$ cat src/fkch_pkg.sv
// ----------------------------------------------------------------------------
// fkch_pkg: shared types and constants for the flow key hash pipeline
// Holds the canonical tuple layout, the per-item hash state and the
// MurmurHash3 x86_32 constants.
// ----------------------------------------------------------------------------
package fkch_pkg;

  localparam logic [2:0]  Ipv4Code       = 3'd4;
  localparam int unsigned NumWords       = 10;  // nine key blocks plus the tail byte
  localparam int unsigned RoundsPerStage = 3;

  localparam logic [31:0] MurmurC1  = 32'hcc9e2d51;
  localparam logic [31:0] MurmurC2  = 32'h1b873593;
  localparam logic [31:0] RoundAdd  = 32'he6546b64;
  localparam logic [31:0] FmixC1    = 32'h85ebca6b;
  localparam logic [31:0] FmixC2    = 32'hc2b2ae35;
  localparam logic [31:0] KeyLength = 32'd37;

  typedef logic [31:0] word_t;
  typedef word_t [NumWords-1:0] kwords_t;

  typedef struct packed {
    logic        swapped;
    logic [63:0] low_hi;
    logic [63:0] low_lo;
    logic [63:0] high_hi;
    logic [63:0] high_lo;
    logic [15:0] low_port;
    logic [15:0] high_port;
    logic [7:0]  proto;
  } tuple_t;

  typedef struct packed {
    tuple_t  tup;
    word_t   h;
    kwords_t k;
  } hstate_t;

  function automatic word_t bswap32(input word_t x);
    return {x[7:0], x[15:8], x[23:16], x[31:24]};
  endfunction

endpackage

$ cat src/fkch_fmix.sv
// ----------------------------------------------------------------------------
// fkch_fmix: tail and finalization
// Applies the tail block and the length, then the avalanche mix over three
// register stages; the last one is the output register.
// ----------------------------------------------------------------------------
module fkch_fmix import fkch_pkg::*; (
  input  logic    clk_i,
  input  logic    rst_ni,
  input  logic    valid_i,
  output logic    ready_o,
  input  hstate_t st_i,
  output logic    valid_o,
  input  logic    ready_i,
  output tuple_t  tup_o,
  output word_t   hash_o
);

  logic   va_q, vb_q, vc_q;
  logic   rdya, rdyb, rdyc;
  tuple_t tupa_q, tupb_q, tupc_q;
  word_t  t1, t2, ma_d, ma_q, x, mb_d, mb_q, hc_d, hc_q;

  assign rdyc    = !vc_q || ready_i;
  assign rdyb    = !vb_q || rdyc;
  assign rdya    = !va_q || rdyb;
  assign ready_o = rdya;

  always_comb begin
    t1   = st_i.h ^ st_i.k[0] ^ KeyLength;
    t2   = t1 ^ {16'h0, t1[31:16]};
    ma_d = t2 * FmixC1;
    x    = ma_q ^ {13'h0, ma_q[31:13]};
    mb_d = x * FmixC2;
    hc_d = mb_q ^ {16'h0, mb_q[31:16]};
  end

  always_ff @(posedge clk_i or negedge rst_ni) begin
    if (!rst_ni) begin
      va_q <= 1'b0;
      vb_q <= 1'b0;
      vc_q <= 1'b0;
    end else begin
      if (rdya) va_q <= valid_i;
      if (rdyb) vb_q <= va_q;
      if (rdyc) vc_q <= vb_q;
    end
  end

  always_ff @(posedge clk_i) begin
    if (valid_i && rdya) begin
      tupa_q <= st_i.tup;
      ma_q   <= ma_d;
    end
    if (va_q && rdyb) begin
      tupb_q <= tupa_q;
      mb_q   <= mb_d;
    end
    if (vb_q && rdyc) begin
      tupc_q <= tupb_q;
      hc_q   <= hc_d;
    end
  end

  assign valid_o = vc_q;
  assign tup_o   = tupc_q;
  assign hash_o  = hc_q;

endmodule

$ cat config.mk
export PLATFORM = sky130hd
export DESIGN_NAME = fkch_fmix
export DESIGN_NICKNAME = d
export VERILOG_FILES = /design/src/fkch_pkg.sv /design/src/fkch_fmix.sv
export SDC_FILE = /design/constraint.sdc
export NUM_CORES = 2
export LEC_CHECK = 0
export BUFFER_PORTS_ARGS = -buffer_cell sky130_fd_sc_hd__buf_4
export CORE_AREA = 2 2 382 384
export CTS_BUF_LIST = sky130_fd_sc_hd__clkbuf_16
export DETAILED_ROUTE_END_ITERATION = 16
export DIE_AREA = 0 0 384 386
export PLACE_DENSITY = 0.58
export SLEW_MARGIN = 40
export SYNTH_ARGS = -nofsm -noshare
export SYNTH_HDL_FRONTEND = slang
export SYNTH_SLANG_ARGS = --single-unit
$ cat constraint.sdc
create_clock -name clk_i -period 9.69 [get_ports clk_i]
set_clock_uncertainty 0.2 [all_clocks]
set_input_delay 1.4535 -clock clk_i [delete_from_list [all_inputs] [get_ports clk_i]]
set_output_delay 1.4535 -clock clk_i [all_outputs]
set_load 0.01 [all_outputs]
**Word-level counts from Yosys, hierarchy flattened**

Index checks and enable logic that the tools add are counted.

- Output and inout port bits: 331
- Bits in registers: 990
- Input bits: 653
- Word-level logic and storage cells: 46

- Bitwise logic cells: 5
- $mul: 2
- Reduce and logical (&&, ||, !) cells: 9

Operator list:

| cell | count |
|---|---|
| $xor A32 B16 Y32 | 2 |
| $mul A32 B31 Y32 const B | 1 |
| $mul A32 B32 Y32 const B | 1 |
| $xor A32 B19 Y32 | 1 |
| $xor A32 B32 Y32 | 1 |
| $logic_and A1 B1 Y1 | 3 |
| $logic_not A1 Y1 | 3 |
| $logic_or A1 B1 Y1 | 3 |
| $not A3 Y3 | 1 |

**Logic depth before layout (Yosys ltp)**

- Depth after elaboration: 5
- Mapped depth: 28
- Mapped depth without buffers: 28

**Worst setup path before layout**

OpenSTA, ideal clock, no wires.

- Path type: input to register
- From: input port ready_i
- To: register ma_q[0], enable pin
- Data required time: 8.756 ns
- Slack: -0.399 ns
- Library setup time: 0.734 ns
- Buffers on the path: 0
- Cell stages on the path: 3
- Arrival: 9.155 ns
- Cells stage by stage: nor2b_1 > nand3_1 > and2_1

- Cells in the longest elaborated chain, start to end: 4

RTL lines:

| item | line | text |
|---|---|---|
| from (decl) | fkch_fmix.sv:13 | `input logic ready_i,` |
| $logic_or A1 B1 Y1 | fkch_fmix.sv:23 | `assign rdyc = !vc_q \|\| ready_i;` |
| $logic_or A1 B1 Y1 | fkch_fmix.sv:24 | `assign rdyb = !vb_q \|\| rdyc;` |
| $logic_or A1 B1 Y1 | fkch_fmix.sv:25 | `assign rdya = !va_q \|\| rdyb;` |
| named net ready_o | fkch_fmix.sv:10 | `output logic ready_o,` |
| $logic_and A1 B1 Y1 | fkch_fmix.sv:50 | `if (valid_i && rdya) begin` |
| to (signal assigned) | fkch_fmix.sv:52 | `ma_q <= ma_d;` |
| to (decl) | fkch_fmix.sv:21 | `word_t t1, t2, ma_d, ma_q, x, mb_d, mb_q, hc_d, hc_q;` |

The timed path passes the listed nets, and every way through them passes these cells.
A chain may end at the register's enable or synchronous reset.

**Worst setup path after layout**

- From: input port st_i[26] (netlist bit)
- To: register ma_q[31], data pin

- Cells in the longest elaborated chain, start to end: 3

RTL lines:

| item | line | text |
|---|---|---|
| from (decl) | fkch_fmix.sv:11 | `input hstate_t st_i,` |
| $xor A32 B32 Y32 | fkch_fmix.sv:29 | `t1 = st_i.h ^ st_i.k[0] ^ KeyLength;` |
| $xor A32 B16 Y32 | fkch_fmix.sv:30 | `t2 = t1 ^ {16'h0, t1[31:16]};` |
| $mul A32 B32 Y32 | fkch_fmix.sv:31 | `ma_d = t2 * FmixC1;` |
| named net ma_d[31] | fkch_fmix.sv:21 |  |

The timed path passes the listed nets, and every way through them passes these cells.

==> impl_metrics.tcl <==
set metrics [dict create \
    worst_setup_path_end_kind "flip-flop" \
    crit_top_cell "fa_1" \
    nFillCells 13199 \
    die_y_um 386 \
    period_share_pct 84.2 \
    num_io_pins 984 \
    final_cell_mix "987 x edfxtp_1, 732 x buf_4, 676 x inv_1, 389 x fa_1, 378 x ha_1" \
    worst_pin_slew_ps 816 \
    clock.fmax_mhz 123 \
    crit_path_start_kind "input pin" \
    row_count 140 \
    die_w_um 384 \
    crit_path_max_incr_delay_ps 550 \
    clk_path_buf_depth 3 \
    ctsHoldBuffers 0 \
    postSynthCellCount 2886 \
    cts_resized 0 \
    hp-class "reg -> reg" \
    drt_iter0_drc 1467 \
    die_area_um2 148000 \
    synth-edff-count 987 \
    syn-num-nets 4306 \
    htree_levels 3 \
    grt_usage_pct 16.2 \
    nNetsFinal 5151 \
    r2r_slack_ps 1920 \
    cts_setup_buffers 0 \
    finalCriticalPeriod_ps 8160 \
    fin_util_pct 41.3 \
    gp_congestion 0.857 \
    regArea_um2 29700 \
    hold_viol 0 \
    cts_buffers 100 \
    async_flop_share_pct 0.303 \
    worst-setup-path-type "in -> reg" \
    crit_chain "buf_4, xnor2_1, xnor2_1, inv_1, fa_1, fa_1, fa_1, inv_1, fa_1, fa_1, inv_1, fa_1, fa_1, fa_1, ha_1, nand3_1, nor3_1, a211oi_1, a21boi_1, o21ai_1, a2111oi_0, nor3_1" \
    syn_avg_cell_area_um2 16.7 \
    clkTransAtPathRegs_ps 60 \
    setup_violations 0 \
    detail-route-antenna-nets 0 \
    drt-vias-per-instance 4.32 \
    yosys_warnings 0 \
    fin_tns_setup_ps 0 \
    dp_hpwl_mm 98.9 \
    arrival_ps 8410 \
    grt_pass1_wl_mm 173 \
    drive_gt1_share_pct 24.0 \
    route.detailed.drc 0 \
    netlist_area_um2 48100 \
    cp.required_ps 9940 \
    insertion_delay_ps 720 \
    wirelength_mm 123 \
    timing.rr.start "ma_q[18]" \
    dr.pass1.iters 5 \
    cp-startpoint "st_i[26]" \
    grt_pass1_vias 25994 \
    crit_fanout 5 \
    rsz0062_at_grt "no" \
    synthDistinctLibCells 57 \
    cts_tree "built" \
    antenna_found_initial 20 \
    slew_viol_final 0 \
    slowest_stage "fa_1" \
    core_um2 145000 \
    ys.flop_type "edfxtp_1" \
    clkSinkCount 990 \
    drv_cap 0 \
    final_common_cell "edfxtp_1" \
    status "completed" \
    cts-root-buf "clkbuf_16" \
    portBuffers 695 \
    synth_seq_cells 990 \
    hold_start "tupb_q[26]" \
    multi_input_area_um2 16000 \
    slew_headroom_pct 45.6 \
    wl_per_cell_um 21.4 \
    synth-seq-area-share_pct 61.7 \
    vias 24791 \
    grt_max_degree 144 \
    start_util_pct 33.3 \
    syn2layout_area_growth_pct 23.9 \
    overflow 0 \
]
==> through the flow <==
step           cells  cell area [um2]  hold slack [ps]  setup slack (ps)
2_1_floorplan   2886            48100              200              1470
3_3_place_gp    5542            56100              200               907
3_5_place_dp    5543            56200              205               818
4_1_cts         5726            59500              131              1620
5_1_grt         5735            59700              145              1140
6_report        5738            59700              139              1530
==> cell usage after synthesis, types with 10 or more instances <==
cell / n / share of area, %
xor2_1: 68 / 1.2
nor3_1: 10 / 0.10
o21a_1: 10 / 0.16
nand2_1: 21 / 0.16
edfxtp_1: 987 / 62
ha_1: 378 / 9.8
o21ai_0: 20 / 0.21
nand3_1: 10 / 0.10
inv_1: 660 / 5.1
nor2_1: 44 / 0.34
xnor2_1: 125 / 2.3
fa_1: 389 / 16
a211oi_1: 12 / 0.19
a21oi_1: 33 / 0.34
a21o_1: 19 / 0.30
nand2b_1: 11 / 0.14
==> registers in the layout, indices dropped and copies added, names as in the netlist <==
signal   count
mb_q        32
tupa_q     297
vb_q         1
va_q         1
hash_o      32
ma_q        32
valid_o      1
tup_o      297
tupb_q     297
==> final timing paths <==
check	end	cells past startpoint
min in group asynchronous	valid_o	1
hold / removal	tup_o[26]	0
max in group asynchronous	va_q	1
setup reg to reg	mb_q[31]	21
setup / recovery	ma_q[31]	22
hold reg to reg	tup_o[26]	0
==> logic make-up (layout without fill, tap and decap cells) <==
| family | count (synthesis) | count (layout) | share of synthesized area (%) |
|---|---|---|---|
| adder cells (fa/ha/maj) | 767 | 767 | 26.0 |
| flip-flops | 990 | 990 | 61.7 |
| other | 0 | 9 | 0 |
| buffers and inverters | 660 | 1586 | 5.15 |
| AO/OA/AOI/OAI | 136 | 136 | 1.89 |
| AND/OR/NAND/NOR | 129 | 129 | 1.32 |
| XOR/XNOR | 204 | 204 | 3.92 |
==> critical path: cells and delay by family <==
kind | cells | cell delay, ps
compound gates | 4 | 1070
simple gates | 3 | 360
fa+ha+maj | 9 | 4320
xor+xnor | 2 | 760
buf+inv | 4 | 440
==> metal layers <==
| layer | GRT usage (%) | share of wire [%] |
|---|---|---|
| met1 | 20.3 | 41 |
| met2 | 26.4 | 48 |
| met3 | 4.76 | 7.7 |
| met4 | 6.39 | 3.9 |
| met5 | 0 | 0.039 |
==> area by class of cell <==
type                       count  share of cell area, %
antenna                        9                 0.0377
timing repair buffer         743                   9.56
multi-input combinational   1236                   26.8
inverter                     660                   4.15
tap                         1917                   4.02
clock buffer                 100                   4.19
sequential                   990                   49.8
clock inverter                83                   1.42
Power is left out: the tool's default activity adds up to more than one toggle a clock period on the data nets, which glitch-free logic cannot reach.
