==> src/fkch_pkg.sv <==
// ----------------------------------------------------------------------------
// fkch_pkg: shared types and constants for the flow key hash pipeline
// Holds the canonical tuple layout, the per-item hash state and the
// MurmurHash3 x86_32 constants.
// ----------------------------------------------------------------------------
package fkch_pkg;

  localparam logic [2:0]  Ipv4Code       = 3'd4;
  localparam int unsigned NumWords       = 10;  // nine key blocks plus the tail byte
  localparam int unsigned RoundsPerStage = 3;

  localparam logic [31:0] MurmurC1  = 32'hcc9e2d51;
  localparam logic [31:0] MurmurC2  = 32'h1b873593;
  localparam logic [31:0] RoundAdd  = 32'he6546b64;
  localparam logic [31:0] FmixC1    = 32'h85ebca6b;
  localparam logic [31:0] FmixC2    = 32'hc2b2ae35;
  localparam logic [31:0] KeyLength = 32'd37;

  typedef logic [31:0] word_t;
  typedef word_t [NumWords-1:0] kwords_t;

  typedef struct packed {
    logic        swapped;
    logic [63:0] low_hi;
    logic [63:0] low_lo;
    logic [63:0] high_hi;
    logic [63:0] high_lo;
    logic [15:0] low_port;
    logic [15:0] high_port;
    logic [7:0]  proto;
  } tuple_t;

  typedef struct packed {
    tuple_t  tup;
    word_t   h;
    kwords_t k;
  } hstate_t;

  function automatic word_t bswap32(input word_t x);
    return {x[7:0], x[15:8], x[23:16], x[31:24]};
  endfunction

endpackage

==> src/fkch_hround.sv <==
// ----------------------------------------------------------------------------
// fkch_hround: hash accumulation stage
// Folds the three lowest mixed blocks into the running hash and shifts the
// remaining blocks down for the next stage.
// ----------------------------------------------------------------------------
module fkch_hround import fkch_pkg::*; (
  input  logic    clk_i,
  input  logic    rst_ni,
  input  logic    valid_i,
  output logic    ready_o,
  input  hstate_t st_i,
  output logic    valid_o,
  input  logic    ready_i,
  output hstate_t st_o
);

  logic    valid_q;
  hstate_t st_q, st_d;
  word_t   h, r;

  assign ready_o = !valid_q || ready_i;

  always_comb begin
    h = st_i.h;
    r = '0;
    for (int j = 0; j < RoundsPerStage; j++) begin
      r = h ^ st_i.k[j];
      r = {r[18:0], r[31:19]};
      h = r + {r[29:0], 2'b00} + RoundAdd;
    end
    st_d.tup = st_i.tup;
    st_d.h   = h;
    for (int i = 0; i < NumWords; i++) begin
      if (i + RoundsPerStage < NumWords) begin
        st_d.k[i] = st_i.k[i + RoundsPerStage];
      end else begin
        st_d.k[i] = '0;
      end
    end
  end

  always_ff @(posedge clk_i or negedge rst_ni) begin
    if (!rst_ni) begin
      valid_q <= 1'b0;
    end else if (ready_o) begin
      valid_q <= valid_i;
    end
  end

  always_ff @(posedge clk_i) begin
    if (valid_i && ready_o) begin
      st_q <= st_d;
    end
  end

  assign valid_o = valid_q;
  assign st_o    = st_q;

endmodule

==> config.mk <==
export PLATFORM = sky130hd
export DESIGN_NAME = fkch_hround
export DESIGN_NICKNAME = d
export VERILOG_FILES = /design/src/fkch_pkg.sv /design/src/fkch_hround.sv
export SDC_FILE = /design/constraint.sdc
export NUM_CORES = 1
export LEC_CHECK = 0
export ABC_AREA = 1
export BUFFER_PORTS_ARGS = -buffer_cell sky130_fd_sc_hd__buf_2
export CAP_MARGIN = 0
export CORE_AREA = 2 2 511 513
export DETAILED_ROUTE_END_ITERATION = 6
export DIE_AREA = 0 0 513 515
export PLACE_DENSITY_LB_ADDON = 0.05
export SLEW_MARGIN = 20
export SYNTH_ARGS = -nofsm -noshare
export SYNTH_HDL_FRONTEND = slang
export SYNTH_SLANG_ARGS = --single-unit
==> constraint.sdc <==
create_clock -name clk_i -period 38.6 [get_ports clk_i]
set_clock_uncertainty 0.05 [all_clocks]
set_input_delay 9.65 -clock clk_i [delete_from_list [all_inputs] [get_ports clk_i]]
set_output_delay 9.65 -clock clk_i [all_outputs]
set_load 0.1 [all_outputs]
=== Word-level counts from Yosys, hierarchy flattened ===
Index checks and enable logic that the tools add are counted.

* Output and inout port bits: 651
* Logic and storage cells: 29
* Register bits after elaboration: 554
* Bits of input ports: 653

* Bitwise logic cells: 3
* Add/subtract/negate cells: 6
* Reduce and logical (&&, ||, !) cells: 3

{| class="wikitable"
|+ Operators by type and width
! cell !! count
|-
| $add A32 B32 Y32 || 3
|-
| $add A32 B32 Y32 const B || 3
|-
| $xor A32 B32 Y32 || 3
|-
| $logic_and A1 B1 Y1 || 1
|-
| $logic_not A1 Y1 || 1
|-
| $logic_or A1 B1 Y1 || 1
|}

=== Depth between registers and ports, before layout ===
* Word-level depth: 9
* Gate-level depth with buffers: 45
* Gate-level depth less buffers: 45

=== Least setup slack after synthesis ===
OpenSTA, ideal clock, no wires.

* Path kind: in2reg
* Start point: input port valid_i
* End point: register st_q (netlist bit st_o[0]) (enable)
* Path buffers: 0
* Path slack: 0.750 ns
* Data arrival time: 36.151 ns
* Stages on the path: 2
* Setup time: 1.649 ns
* Required time: 36.901 ns
* Path through: inv_1 -> a21oi_1

* Longest elaborated chain between the ends: 1

{| class="wikitable"
|+ Ends and longest elaborated chain
! item !! RTL line !! source
|-
| start: declaration || fkch_hround.sv:9 || <nowiki>input logic valid_i,</nowiki>
|-
| $logic_and A1 B1 Y1 || fkch_hround.sv:51 || <nowiki>if (valid_i && ready_o) begin</nowiki>
|-
| end signal: assignment || fkch_hround.sv:52 || <nowiki>st_q <= st_d;</nowiki>
|-
| end: declaration || fkch_hround.sv:18 || <nowiki>hstate_t st_q, st_d;</nowiki>
|}

No other way between the ends.
A chain may end at the register's enable or synchronous reset.

=== Final worst setup path ===
* Start point: input port ready_i
* End point: output port ready_o

* Longest elaborated chain between the ends: 1

{| class="wikitable"
|+ Ends and longest elaborated chain
! item !! RTL line !! source
|-
| start: declaration || fkch_hround.sv:13 || <nowiki>input logic ready_i,</nowiki>
|-
| $logic_or A1 B1 Y1 || fkch_hround.sv:21 || <nowiki>assign ready_o = !valid_q || ready_i;</nowiki>
|-
| end: declaration || fkch_hround.sv:10 || <nowiki>output logic ready_o,</nowiki>
|}

No other way between the ends.

==> impl_metrics.env <==
export IMPL_critPathMostFrequentCell="sky130_fd_sc_hd__buf_2"
export IMPL_finalWeightedCongestion=0.774
export IMPL_end_kind="output port"
export IMPL_grt_busiest_layer="met2"
export IMPL_layout_area_overhead_vs_synth_pct=50.3
export IMPL_detailed_route_vias_per_instance=2.88
export IMPL_dieHeight_um=515
export IMPL_ys_async_sr_fraction=0.00181
export IMPL_drive_gt1_frac=0.426
export IMPL_post_placement_setup_slack_ps=18590
export IMPL_global_route_usage_met1=0.115
export IMPL_register_area_um2=16600
export IMPL_vias=19000
export IMPL_timing_critical_path_slowest_stage_cell="sky130_fd_sc_hd__buf_2"
export IMPL_grt_met3_usage=0.0471
export IMPL_worst_slew_pin_transition_ps=1040
export IMPL_cts_tree="yes"
export IMPL_synth_area_leader_cell="sky130_fd_sc_hd__edfxtp_1"
export IMPL_first_iter_violations=932
export IMPL_grt_setup_unrepaired="no"
export IMPL_number_of_setup_violations_in_the_final_report=0
export IMPL_synth_edff_count=553
export IMPL_grt_first_pass_wirelength_um=202000
export IMPL_cts_sinks=554
export IMPL_pin_count_of_the_biggest_net_entering_global_routing=139
export IMPL_fillers=29300
export IMPL_tritoncts_num_buffers=75
export IMPL_placement_rows=187
export IMPL_hpwlAfterDp_um=142000
export IMPL_initial_antenna_violation_count=175
export IMPL_post_synth_most_frequent_cells="sky130_fd_sc_hd__edfxtp_1 (553), sky130_fd_sc_hd__nand2_1 (238), sky130_fd_sc_hd__inv_1 (223), sky130_fd_sc_hd__ha_1 (159), sky130_fd_sc_hd__buf_4 (96)"
export IMPL_worst_slew_margin_rel=0.308
export IMPL_final_hold_violation_count=0
export IMPL_wire_per_inst_um=24.9
export IMPL_synth_cell_area_um2=24600
export IMPL_initial_core_util=0.0951
export IMPL_yosys_cell_count_top_type="sky130_fd_sc_hd__edfxtp_1"
export IMPL_ctsResizeCount=0
export IMPL_synth_cells=1802
export IMPL_top_cell_family_by_delay_on_the_critical_path="buffers and inverters"
export IMPL_post_cts_setup_bufs=0
export IMPL_worstSkewPairLatency_ps=660
export IMPL_multi_input_comb_area_um2=6750
export IMPL_yosys_synthesis_warning_count=0
export IMPL_synth_ff_type="sky130_fd_sc_hd__edfxtp_1"
export IMPL_max_cap_violations=0
export IMPL_syn_area_per_cell_um2=13.6
export IMPL_critical_path_required_ps=28900
export IMPL_netlist_top_cells_area="sky130_fd_sc_hd__edfxtp_1 (68%), sky130_fd_sc_hd__ha_1 (8.1%), sky130_fd_sc_hd__nand2_1 (3.6%), sky130_fd_sc_hd__inv_1 (3.4%), sky130_fd_sc_hd__xor2_1 (3.3%)"
export IMPL_worst_endpoint_arrival_ps=10300
export IMPL_nets=3908
export IMPL_postSynthRegisterBits=554
export IMPL_synthDominantCellAreaShare=0.675
export IMPL_class_of_the_worst_hold_path="reg -> reg"
export IMPL_htree_num_levels=3
export IMPL_drc_errors=0
export IMPL_ys_seq_area_frac=0.676
export IMPL_run_status="completed"
export IMPL_floorplan_die_area_um2=264000
export IMPL_crit_buf_inv=3
export IMPL_ctsLongestPathBuffers=3
export IMPL_path_cells="buf_2 > inv_1 > nand2_1 > buf_2"
export IMPL_worstPathMaxFanout=2
export IMPL_first_global_vias=19100
export IMPL_totalNegativeSetupSlack_ps=0
export IMPL_io_pin_count=1304
export IMPL_fp_dieW_um=513
export IMPL_layout_worst_path_cycle_share=0.518
export IMPL_finalWorstSetupSlack_ps=18600
export IMPL_use_met2=0.231
export IMPL_synthDistinctLibCells=42
export IMPL_routed_wirelength_um=164000
export IMPL_ctsRootBufferMaster="sky130_fd_sc_hd__clkbuf_16"
export IMPL_drv_slew=0
export IMPL_grt_use_total=0.118
export IMPL_detail_route_antenna_nets=0
export IMPL_floorplan_core_area_um2=259000
export IMPL_slowest_delay_ps=430
export IMPL_period_minus_slack_ps=20000
export IMPL_overflow=0
export IMPL_cts_hold_buf=0
export IMPL_worst_path_class_setup="in -> out"
export IMPL_number_of_iterations_in_the_first_detailed_routing_pass=4
export IMPL_clkTransAtPathRegs_ps=60
export IMPL_cp_start_kind="primary input"
export IMPL_peak_freq_mhz=50.0
export IMPL_portBuffers=1207
final cells by class:
| class | instances | share of cell area |
|---|---|---|
| Sequential cell | 554 | 0.450 |
| Timing Repair Buffer | 1215 | 0.165 |
| Antenna cell | 33 | 0.00223 |
| Multi-Input combinational cell | 1018 | 0.183 |
| Clock buffer | 93 | 0.0537 |
| Clock inverter | 35 | 0.00802 |
| Inverter | 229 | 0.0232 |
| Tap cell | 3402 | 0.115 |
through the flow:
| step | utilization | hold slack (ps) | cell area (um2) | std cells |
|---|---|---|---|---|
| 5_1_grt | 0.143 | 722 | 36900 | 6549 |
| 3_3_place_gp | 0.134 | 667 | 34600 | 6418 |
| 2_1_floorplan | - | 1660 | 25000 | 1897 |
| 6_report | 0.143 | 661 | 37000 | 6579 |
| 3_5_place_dp | 0.134 | 664 | 34600 | 6418 |
| 4_1_cts | 0.143 | 673 | 36900 | 6546 |
logic make-up after synthesis:
logic type,Yosys count,share of synthesized area
xor+xnor,177,0.0639
compound gates,184,0.0440
simple gates,399,0.0682
other cells,1,0.000152
flops,554,0.676
fa+ha+maj,162,0.0833
buf+inv,325,0.0643
state kept, by name (all words and copies together), names as in the netlist:
| name | cells |
|---|---|
| st_o | 553 |
| valid_o | 1 |
per-layer routing:
layer  wire length [um]  part of all wire  vias to the layer above
li1                   -                 -                     8723
met1              55500              0.34                     9007
met2              90100              0.55                      866
met3              14800             0.090                      244
met4               2400             0.015                      124
met5                772            0.0047                        -
layout by cell type, fill, tap and decap left out, drive strengths merged, types with 5 or more instances in the layout:
cell       n
nand3b     6
nand2    247
a211oi     5
nand4      8
nor3      11
xor2      95
edfxtp   553
xnor2     82
clkbuf    93
diode     33
ha       159
inv      233
a31oi      5
conb      96
buf     1215
a21oi     96
clkinv    25
nand3     40
o21ai     41
nor2      74
a21o      14
o21bai     8
o211ai     8
nor4       5
final timing paths:
| path | end | start | slack, ps | cells after the start |
|---|---|---|---|---|
| worst max register to register | st_o[21] | valid_o | 33590 | 5 |
| worst max-delay path | ready_o | ready_i | 18600 | 4 |
| min in group asynchronous | valid_o | rst_ni | 8700 | 1 |
| worst min-delay path | valid_o | valid_o | 660 | 2 |
| max in group asynchronous | valid_o | rst_ni | 29710 | 1 |
| worst min register to register | valid_o | valid_o | 660 | 2 |
worst min-delay path, cell delays in order, from the launching register on:
cell and delay [ps]:
sky130_fd_sc_hd__dfrtp_1 490, sky130_fd_sc_hd__nand2_1 130, sky130_fd_sc_hd__nand2_1 50
Power is left out: the tool's default activity adds up to more than one toggle a clock period on the data nets, which glitch-free logic cannot reach.
