### src/fkch_pkg.sv
// ----------------------------------------------------------------------------
// fkch_pkg: shared types and constants for the flow key hash pipeline
// Holds the canonical tuple layout, the per-item hash state and the
// MurmurHash3 x86_32 constants.
// ----------------------------------------------------------------------------
package fkch_pkg;

  localparam logic [2:0]  Ipv4Code       = 3'd4;
  localparam int unsigned NumWords       = 10;  // nine key blocks plus the tail byte
  localparam int unsigned RoundsPerStage = 3;

  localparam logic [31:0] MurmurC1  = 32'hcc9e2d51;
  localparam logic [31:0] MurmurC2  = 32'h1b873593;
  localparam logic [31:0] RoundAdd  = 32'he6546b64;
  localparam logic [31:0] FmixC1    = 32'h85ebca6b;
  localparam logic [31:0] FmixC2    = 32'hc2b2ae35;
  localparam logic [31:0] KeyLength = 32'd37;

  typedef logic [31:0] word_t;
  typedef word_t [NumWords-1:0] kwords_t;

  typedef struct packed {
    logic        swapped;
    logic [63:0] low_hi;
    logic [63:0] low_lo;
    logic [63:0] high_hi;
    logic [63:0] high_lo;
    logic [15:0] low_port;
    logic [15:0] high_port;
    logic [7:0]  proto;
  } tuple_t;

  typedef struct packed {
    tuple_t  tup;
    word_t   h;
    kwords_t k;
  } hstate_t;

  function automatic word_t bswap32(input word_t x);
    return {x[7:0], x[15:8], x[23:16], x[31:24]};
  endfunction

endpackage

### src/fkch_canon.sv
// ----------------------------------------------------------------------------
// fkch_canon: endpoint ordering stage
// Masks IPv4 addresses, compares the two endpoints and registers the tuple
// in canonical order.
// ----------------------------------------------------------------------------
module fkch_canon import fkch_pkg::*; (
  input  logic        clk_i,
  input  logic        rst_ni,
  input  logic        valid_i,
  output logic        ready_o,
  input  logic [2:0]  ip_version_i,
  input  logic [63:0] first_addr_hi_i,
  input  logic [63:0] first_addr_lo_i,
  input  logic [63:0] second_addr_hi_i,
  input  logic [63:0] second_addr_lo_i,
  input  logic [15:0] first_port_i,
  input  logic [15:0] second_port_i,
  input  logic [7:0]  proto_number_i,
  output logic        valid_o,
  input  logic        ready_i,
  output tuple_t      tup_o
);

  logic        valid_q;
  tuple_t      tup_q, tup_d;
  logic        is_v4, swap;
  logic [63:0] a_hi, a_lo, b_hi, b_lo;

  assign ready_o = !valid_q || ready_i;

  always_comb begin
    is_v4 = (ip_version_i == Ipv4Code);
    a_hi  = is_v4 ? {first_addr_hi_i[63:32], 32'h0}  : first_addr_hi_i;
    a_lo  = is_v4 ? 64'h0 : first_addr_lo_i;
    b_hi  = is_v4 ? {second_addr_hi_i[63:32], 32'h0} : second_addr_hi_i;
    b_lo  = is_v4 ? 64'h0 : second_addr_lo_i;
    // equal endpoints count as unordered and take the swap path
    swap  = !({a_hi, a_lo, first_port_i} < {b_hi, b_lo, second_port_i});
    tup_d.swapped   = swap;
    tup_d.low_hi    = swap ? b_hi : a_hi;
    tup_d.low_lo    = swap ? b_lo : a_lo;
    tup_d.high_hi   = swap ? a_hi : b_hi;
    tup_d.high_lo   = swap ? a_lo : b_lo;
    tup_d.low_port  = swap ? second_port_i : first_port_i;
    tup_d.high_port = swap ? first_port_i : second_port_i;
    tup_d.proto     = proto_number_i;
  end

  always_ff @(posedge clk_i or negedge rst_ni) begin
    if (!rst_ni) begin
      valid_q <= 1'b0;
    end else if (ready_o) begin
      valid_q <= valid_i;
    end
  end

  always_ff @(posedge clk_i) begin
    if (valid_i && ready_o) begin
      tup_q <= tup_d;
    end
  end

  assign valid_o = valid_q;
  assign tup_o   = tup_q;

endmodule

### config.mk
export PLATFORM = sky130hd
export DESIGN_NAME = fkch_canon
export DESIGN_NICKNAME = d
export VERILOG_FILES = /design/src/fkch_pkg.sv /design/src/fkch_canon.sv
export SDC_FILE = /design/constraint.sdc
export NUM_CORES = 1
export LEC_CHECK = 0
export ABC_AREA = 1
export BUFFER_PORTS_ARGS = -buffer_cell sky130_fd_sc_hd__buf_2
export CORE_AREA = 2 2 235 237
export DETAILED_ROUTE_END_ITERATION = 7
export DIE_AREA = 0 0 237 239
export PLACE_DENSITY = 0.58
export SYNTH_ARGS = -nofsm -noshare
export SYNTH_HDL_FRONTEND = slang
export SYNTH_SLANG_ARGS = --single-unit
export TNS_END_PERCENT = 10
### constraint.sdc
create_clock -name clk_i -period 20.5 [get_ports clk_i]
set_clock_uncertainty 0.1 [all_clocks]
set_input_delay 4.1 -clock clk_i [delete_from_list [all_inputs] [get_ports clk_i]]
set_output_delay 4.1 -clock clk_i [all_outputs]
set_load 0.01 [all_outputs]
Word level (Yosys, flattened, before mapping)
Index checks and enable logic that the tools add are counted.
{"block": "word_totals", "ff_bits": 298, "inputBits": 303, "out_inout_bits": 299}
{"block": "classes", "reduce_logical": 4, "order_cmp": 1, "n_mux": 10, "n_eq_ne": 1}
{"op": "64-bit 2-to-1 mux", "count": 6}
{"op": "144-bit < comparator", "count": 1}
{"op": "32-bit 2-to-1 mux", "count": 2}
{"op": "16-bit 2-to-1 mux", "count": 2}
{"op": "3-bit == test (second input constant)", "count": 1}
{"op": "1-bit zero test", "count": 2}
{"op": "1-bit logical AND", "count": 1}
{"op": "1-bit logical OR", "count": 1}

Logic depth before layout (Yosys ltp)
Gate-level depths: netlist of run 1.
{"block": "depth", "word_depth": 4, "depth_mapped": 26, "depth_no_buf": 21}

Least setup slack after synthesis of run 1
No wires, ideal clock.
{"block": "synth_timing", "path_kind": "input-to-reg", "start": "input valid_i", "end": "register tup_q (netlist bit tup_o[0]) (enable)", "n_path_buf": 0, "required_time_ns": 19.346, "setup_time_ns": 1.054, "setup_slack_ns": 0.970, "arrival_ns": 18.376, "stages": 2, "path_cell_list": "inv_1 a21oi_1"}
{"block": "synth_via", "elab_chain_len": 1}
{"element": "start: declaration", "line_no": "fkch_canon.sv:9", "text": "input logic valid_i,"}
{"element": "1-bit logical AND", "line_no": "fkch_canon.sv:58", "text": "if (valid_i && ready_o) begin"}
{"element": "end signal: assignment", "line_no": "fkch_canon.sv:59", "text": "tup_q <= tup_d;"}
{"element": "end: declaration", "line_no": "fkch_canon.sv:25", "text": "tuple_t tup_q, tup_d;"}
No other way between the ends.
A chain may end at the register's enable or synchronous reset.

==> results of run 1 <==
-- placed cells by master, fill, tap and decap left out --
master,instances
nand2_1,818
buf_2,601
nand4_1,303
edfxtp_1,297
inv_1,277
ha_1,143
nor2_1,139
a21oi_1,62
clkbuf_16,41
diode_2,14
o21ai_0,13
clkbuf_1,13
buf_4,13
o21a_1,7
a21o_1,6
nand3_1,6
clkinv_1,5
nor3_1,4
clkinv_2,4
nand2_4,2
inv_2,2
o21ai_1,2
a21oi_4,2
buf_12,2
inv_4,1
o21bai_1,1
nand2_8,1
nand3_4,1
clkinv_4,1
inv_6,1
dfrtp_1,1
-- critical path, delay by kind of cell --
kind | cells | cell delay [ns]
simple gates | 15 | 3.66
fa+ha+maj | 1 | 0.35
buf+inv | 5 | 3.08
-- sequential cells by signal, indices dropped and copies added (netlist names) --
name	cells
tup_o	297
valid_o	1
-- path summary, 6_finish.rpt --
check	from	end	slack [ns]	cells after the start
max	ip_version_i[1]	tup_o[79]$_DFFE_PP_	9.43	21
min	valid_o$_DFFE_PN0N_	valid_o$_DFFE_PN0N_	0.48	2
max reg2reg	valid_o$_DFFE_PN0N_	tup_o[39]$_DFFE_PP_	17.62	3
min reg2reg	valid_o$_DFFE_PN0N_	valid_o$_DFFE_PN0N_	0.48	2
max in group asynchronous	rst_ni	valid_o$_DFFE_PN0N_	17.00	1
min in group asynchronous	rst_ni	valid_o$_DFFE_PN0N_	3.21	1
-- layer usage --
layer / vias up / share of wire (%) / GRT usage, %
met3: 131 / 8.3 / 5.81
met1: 8381 / 40 / 27.4
met4: 14 / 3.4 / 8.71
met5: - / 0.13 / 0
met2: 721 / 48 / 36.5
li1: 8530 / - / -
-- power by group through the flow --
stage,Sequential (mW),Combinational (mW),Clock (mW)
global placement,0.773,0.387,0
global route,0.765,0.444,0.667
detailed placement,0.774,0.395,0
finish,0.761,0.396,0.634
CTS,0.762,0.397,0.648
floorplan,0.820,0.210,0
-- logic make-up after synthesis --
group | Yosys count
and+or+nand+nor | 1274
buffers and inverters | 425
DFF | 298
adders and majority gates | 143
AOI/OAI and AO/OA | 93
-- area by class of cell --
type                            instances  area (µm²)
Fill cell                            5408       31200
Sequential cell                       298        8940
Multi-Input combinational cell       1510        7910
Timing Repair Buffer                  616        3150
Clock buffer                           54        1070
Inverter                              280        1050
Tap cell                              704         881
Clock inverter                         11        56.3
Antenna cell                           14        35.0
-- metrics by stage --
stage                     cells  cell area [µm²]
after detailed placement   3408            21900
after global placement     3408            21900
after global routing       3485            23100
after floorplan            2233            18500
final                      3487            23100
after CTS                  3473            23100
==> results_dict.tcl, run 1 <==
set metrics [dict create \
    core_um2 54300 \
    cts_tree "done" \
    crit_path_top_delay_cell "nand3_4" \
    remaining_drc_errors 0 \
    syn_nets 2679 \
    clkPwrFrac_pct 35.4 \
    area_growth_syn_to_layout_pct 25.1 \
    critPathMostFrequentCell "nor2_1" \
    ir_drop_mv 0.0461 \
    synth_edf_count 297 \
    maxCapViolations 0 \
    wire_per_inst_um 18.7 \
    cp-start-kind "input pin" \
    drt_pass1_iterations 7 \
    synth.distinct_cells 25 \
    synthTopCellsByArea "edfxtp_1, nand2_1, nand4_1, ha_1, inv_1" \
    fin_hold_ws_ns 0.480 \
    die_h_um 239 \
    synth_top_family_by_area "simple AND/OR/NAND/NOR gates" \
    ant_nets 0 \
    p_int_mw 1.25 \
    grt_pass1_wl_um 97700 \
    hpwl_um 46200 \
    gp_congestion 0.923 \
    yosysTopAreaCell "edfxtp_1" \
    grt_pass1_vias 17051 \
    rsz0062_at_grt "false" \
    nNetsFinal 3190 \
    slew_violations 0 \
    cp_cell_sequence "buf_2 -> nor2_1 -> nand2_4 -> inv_4 -> buf_4 -> nor2_1 -> ha_1 -> nand2_1 -> nor2_1 -> nand4_1 -> nor2_1 -> nand2_1 -> nor2_1 -> nand2_1 -> nor2_1 -> nand2_8 -> nand3_4 -> buf_4 -> buf_4 -> nand2_1 -> nand2_1" \
    num_rows 86 \
    grt_max_degree 229 \
    vias_per_cell 5.10 \
    netlist_instances 2233 \
    total_power_mw 1.79 \
    dieArea_um2 56600 \
    relSlewSlack_pct 22.8 \
    max_freq_mhz 90.3 \
    synth_top_area_share_pct 48.3 \
    overflow 0 \
    setup_tns_ns 0 \
    synth_compound_area_share_pct 2.77 \
    clk_pin_slew_ns 0.06 \
    seqPwrFrac_pct 42.5 \
    yosysWarnings 0 \
    yosys-mux-area-fraction_pct 0 \
    synth_area_um2 18500 \
    min_period_ns 11.07 \
    antenna_found_initial 19 \
    async_reset_ff_share_pct 0.336 \
    setup_slack_ns 9.43 \
    setup.worst_path.class "input pin to flop" \
    outcome "completed" \
    portBuffers 601 \
    p_per_area_nw_per_um2 77.5 \
    critPathMaxStageDelay_ns 1.01 \
    dpl_worst_slack_ns 8.62 \
    power.switching_mw 0.542 \
    cts_setup_buffers 0 \
    finalWirelength_um 65400 \
    synth_area_per_cell_um2 8.27 \
    synth_simple_gate_area_share_pct 30.1 \
    min_path_type "flop to flop" \
    start_util_pct 34.0 \
    cts_max_path_buffers 3 \
    p_leak_nw 12.2 \
    setup_viol 0 \
    combPwrFrac_pct 22.1 \
    arrival_ns 11.39 \
    worstMarginPinSlew_ns 1.16 \
    required_ns 20.82 \
    endpoint_kind "flop" \
    cts-htree-levels 2 \
    synth_flop_cell "edfxtp_1" \
    cts_resized 0 \
    synthAdderAreaFrac_pct 9.69 \
    ys_seq_area_share_pct 48.4 \
    final_hold_viol_count 0 \
    ios 602 \
    vias 17777 \
    synthXorXnorAreaFrac_pct 0 \
    worstPathMaxFanout 126 \
    grtUsageTotal_pct 22.0 \
    cts.sinks 298 \
    clk_latency_ns 0.55 \
    synth_common_cells "nand2_1, nand4_1, edfxtp_1, inv_1, ha_1" \
    final_core_util_pct 42.5 \
    cts.hold.buffers_added 0 \
    cts_root_buffer "clkbuf_16" \
    synth.most_common_cell "nand2_1" \
    die_w_um 237 \
    cts_buffers 38 \
    synth-seq-cells 298 \
    finalCritPeriodShare_pct 54.0 \
    first_iter_violations 1223 \
    drive_gt1_share_pct 24.3 \
    p_sw_share_pct 30.3 \
]
Power figures use the tool's default switching activity.
==> run 2, diff against run 1 <==
--- a/config.mk
+++ b/config.mk
@@ -5,12 +5,12 @@
 export SDC_FILE = /design/constraint.sdc
 export NUM_CORES = 1
 export LEC_CHECK = 0
-export ABC_AREA = 1
+export ABC_AREA = 0
 export BUFFER_PORTS_ARGS = -buffer_cell sky130_fd_sc_hd__buf_2
-export CORE_AREA = 2 2 235 237
+export CORE_AREA = 2 2 232 234
 export DETAILED_ROUTE_END_ITERATION = 7
-export DIE_AREA = 0 0 237 239
-export PLACE_DENSITY = 0.58
+export DIE_AREA = 0 0 234 236
+export PLACE_DENSITY = 0.55
 export SYNTH_ARGS = -nofsm -noshare
 export SYNTH_HDL_FRONTEND = slang
 export SYNTH_SLANG_ARGS = --single-unit
==> constraint.sdc (replaced) <==
create_clock -name clk_i -period 11.4 [get_ports clk_i]
set_clock_uncertainty 0.1 [all_clocks]
set_input_delay 2.28 -clock clk_i [delete_from_list [all_inputs] [get_ports clk_i]]
set_output_delay 2.28 -clock clk_i [all_outputs]
set_load 0.01 [all_outputs]
==> run 2 against run 1 <==
Against the previous run:
- register-to-register slack got worse by 9.0 ns
- worst hold slack got worse by 0.019 ns
- synthesized cell count down 40%
- area after synthesis fell by 10%
- via count is 29% lower
- global-route usage shrank 3.6 points
==> results_dict.tcl, run 2 <==
set metrics [dict create \
    outcome "completed" \
    cts_root_buffer "clkbuf_16" \
    yosysTopAreaCell "edfxtp_1" \
    grt_pass1_wl_um 77400 \
    crit_path_top_delay_cell "buf_4" \
    seq_area_um2 8940 \
    ant_nets 0 \
    final_hold_viol_count 0 \
    cts_setup_buffers 0 \
    hold_path_depth 2 \
    remaining_drc_errors 0 \
    worstMarginPinSlew_ns 1.13 \
    min_period_ns 8.01 \
    clkPwrFrac_pct 36.1 \
    arrival_ns 8.14 \
    yosysWarnings 0 \
    wl_met1_um 21800 \
    synth_edf_count 297 \
    required_ns 11.53 \
    fillers 5165 \
    overflow 0 \
    die_w_um 234 \
    seqPwrFrac_pct 43.6 \
    cts_max_path_buffers 3 \
    setup_viol 0 \
    synthTopCellsByArea "edfxtp_1, mux2i_1, ha_1, mux2_2, nand2_1" \
    start_util_pct 31.2 \
    cts_resized 0 \
    cp_cell_sequence "buf_2 -> nor2_1 -> nand2_4 -> buf_4 -> nand2_1 -> ha_1 -> a21oi_1 -> o21ai_0 -> a221oi_1 -> o211ai_1 -> a2111oi_1 -> nor4_1 -> nor3_2 -> buf_4 -> buf_4 -> mux2i_1" \
    async_reset_ff_share_pct 0.336 \
    final_core_util_pct 40.3 \
    clk_latency_ns 0.52 \
    p_sw_share_pct 27.7 \
    vias 12661 \
    cts_buffers 37 \
    ir_drop_mv 0.0793 \
    cts.sinks 298 \
    portBuffers 601 \
    die_h_um 236 \
    p_per_area_nw_per_um2 145 \
    ios 602 \
    num_rows 85 \
    slew_violations 0 \
    grt_max_degree 169 \
    synth_area_um2 16600 \
    cts_tree "done" \
    area_growth_syn_to_layout_pct 29.2 \
    p_int_mw 2.25 \
    crit_start "ip_version_i[1]" \
    clk_pin_slew_ns 0.05 \
    top_layer "met5" \
    wl_met2_um 26300 \
    relSlewSlack_pct 24.5 \
    synth-seq-cells 298 \
    synth_area_per_cell_um2 12.3 \
    drt_pass1_iterations 5 \
    dieArea_um2 55200 \
    finalWirelength_um 53000 \
    synth_flop_cell "edfxtp_1" \
    wire_per_inst_um 19.8 \
    path_buf_inv 4 \
    endpoint_kind "flop" \
    cp-start-kind "input pin" \
    hpwl_um 40000 \
    finalCritPeriodShare_pct 70.3 \
    rr_endpoint "tup_o[7]$_DFFE_PP_" \
    grt_pass1_vias 12859 \
    synth_common_cells "edfxtp_1, nand2_1, mux2i_1, ha_1, inv_1" \
    vias_per_cell 4.74 \
    critPathMostFrequentCell "buf_4" \
    core_um2 53100 \
    cts.hold.buffers_added 0 \
    p_leak_nw 10.4 \
    setup_tns_ns 0 \
    final_common_cell "buf_2" \
    synth.most_common_cell "edfxtp_1" \
    gp_congestion 0.865 \
    combPwrFrac_pct 20.3 \
    min_path_type "flop to flop" \
    critPathMaxStageDelay_ns 0.86 \
    worstPathMaxFanout 86 \
    timing.rr.start "valid_o$_DFFE_PN0N_" \
    max_freq_mhz 125 \
    first_iter_violations 499 \
    synth.distinct_cells 43 \
    layout_common_cells "buf_2, edfxtp_1, nand2_1, mux2i_1" \
    grtUsageTotal_pct 18.5 \
    drive_gt1_share_pct 38.1 \
    maxCapViolations 0 \
    ff2ff_path_depth 4 \
    reg2reg_slack_ns 8.59 \
    critPathTopFamily "buffers and inverters" \
    netlist_instances 1343 \
    rsz0062_at_grt "false" \
    syn_nets 1789 \
    wl_met3_um 3250 \
    antenna_found_initial 15 \
    cp-endpoint "tup_o[108]$_DFFE_PP_" \
    setup.worst_path.class "input pin to flop" \
    synth_top_area_share_pct 53.9 \
    ys_seq_area_share_pct 54.0 \
    largest_reg_flops 297 \
    power.switching_mw 0.862 \
    cts-htree-levels 2 \
    cp.depth 16 \
    multi_input_area_um2 6790 \
    nNetsFinal 2386 \
]
==> run 2: worst register-to-register path, stage by stage, from the launching register on <==
cell and delay, ns:
dfrtp_1 0.38, nand2b_1 0.12, and2_4 0.16, buf_12 0.63, buf_4 1.00
==> run 2: worst min path at each step <==
stage	from	to
finish	valid_o$_DFFE_PN0N_	valid_o$_DFFE_PN0N_
detailed placement	valid_o$_DFFE_PN0N_	valid_o$_DFFE_PN0N_
CTS	valid_o$_DFFE_PN0N_	valid_o$_DFFE_PN0N_
global placement	valid_o$_DFFE_PN0N_	valid_o$_DFFE_PN0N_
floorplan	valid_o$_DFFE_PN0N_	valid_o$_DFFE_PN0N_
global route	valid_o$_DFFE_PN0N_	valid_o$_DFFE_PN0N_
==> run 2: logic make-up after synthesis <==
logic type,after synthesis,synth area share [%]
compound gates,108,4.03
fa+ha+maj,143,10.8
buf+inv,196,5.07
flops,298,54.0
simple gates,310,7.96
mux,288,18.1
==> run 2: final cells by class <==
cell class	instances	area share, %
clock buffers	46	4.58
multi-input cells	849	31.7
diodes	13	0.152
clock inverters	15	0.661
flip-flops and latches	298	41.8
inverters	144	2.56
well taps	696	4.07
repair buffers	610	14.4
==> run 2: per-stage QoR <==
step | hold WS (ns) | setup slack (ns) | instances | total power, mW | area, µm²
5_1_grt | 0.512 | 2.93 | 2669 | 3.26 | 21400
3_3_place_gp | 0.411 | 2.98 | 2597 | 2.00 | 20200
4_1_cts | 0.444 | 3.37 | 2658 | 3.15 | 21400
3_5_place_dp | 0.426 | 2.80 | 2597 | 2.01 | 20200
2_1_floorplan | 0.522 | 1.36 | 1343 | 1.77 | 16600
6_report | 0.461 | 3.39 | 2671 | 3.11 | 21400
==> run 2: power by group through the flow <==
| stage | clock, mW | combinational, mW | sequential [mW] |
|---|---|---|---|
| global placement | 0 | 0.627 | 1.38 |
| global route | 1.20 | 0.695 | 1.36 |
| finish | 1.12 | 0.631 | 1.36 |
| detailed placement | 0 | 0.634 | 1.38 |
| floorplan | 0 | 0.336 | 1.44 |
| CTS | 1.16 | 0.638 | 1.36 |
==> run 2: per-layer routing <==
metal  global-route usage (%)  vias to the layer above
met3                     3.95                       89
met2                     31.7                      380
met4                     6.85                        6
li1                         -                     6095
met5                        0                        -
met1                     22.6                     6091
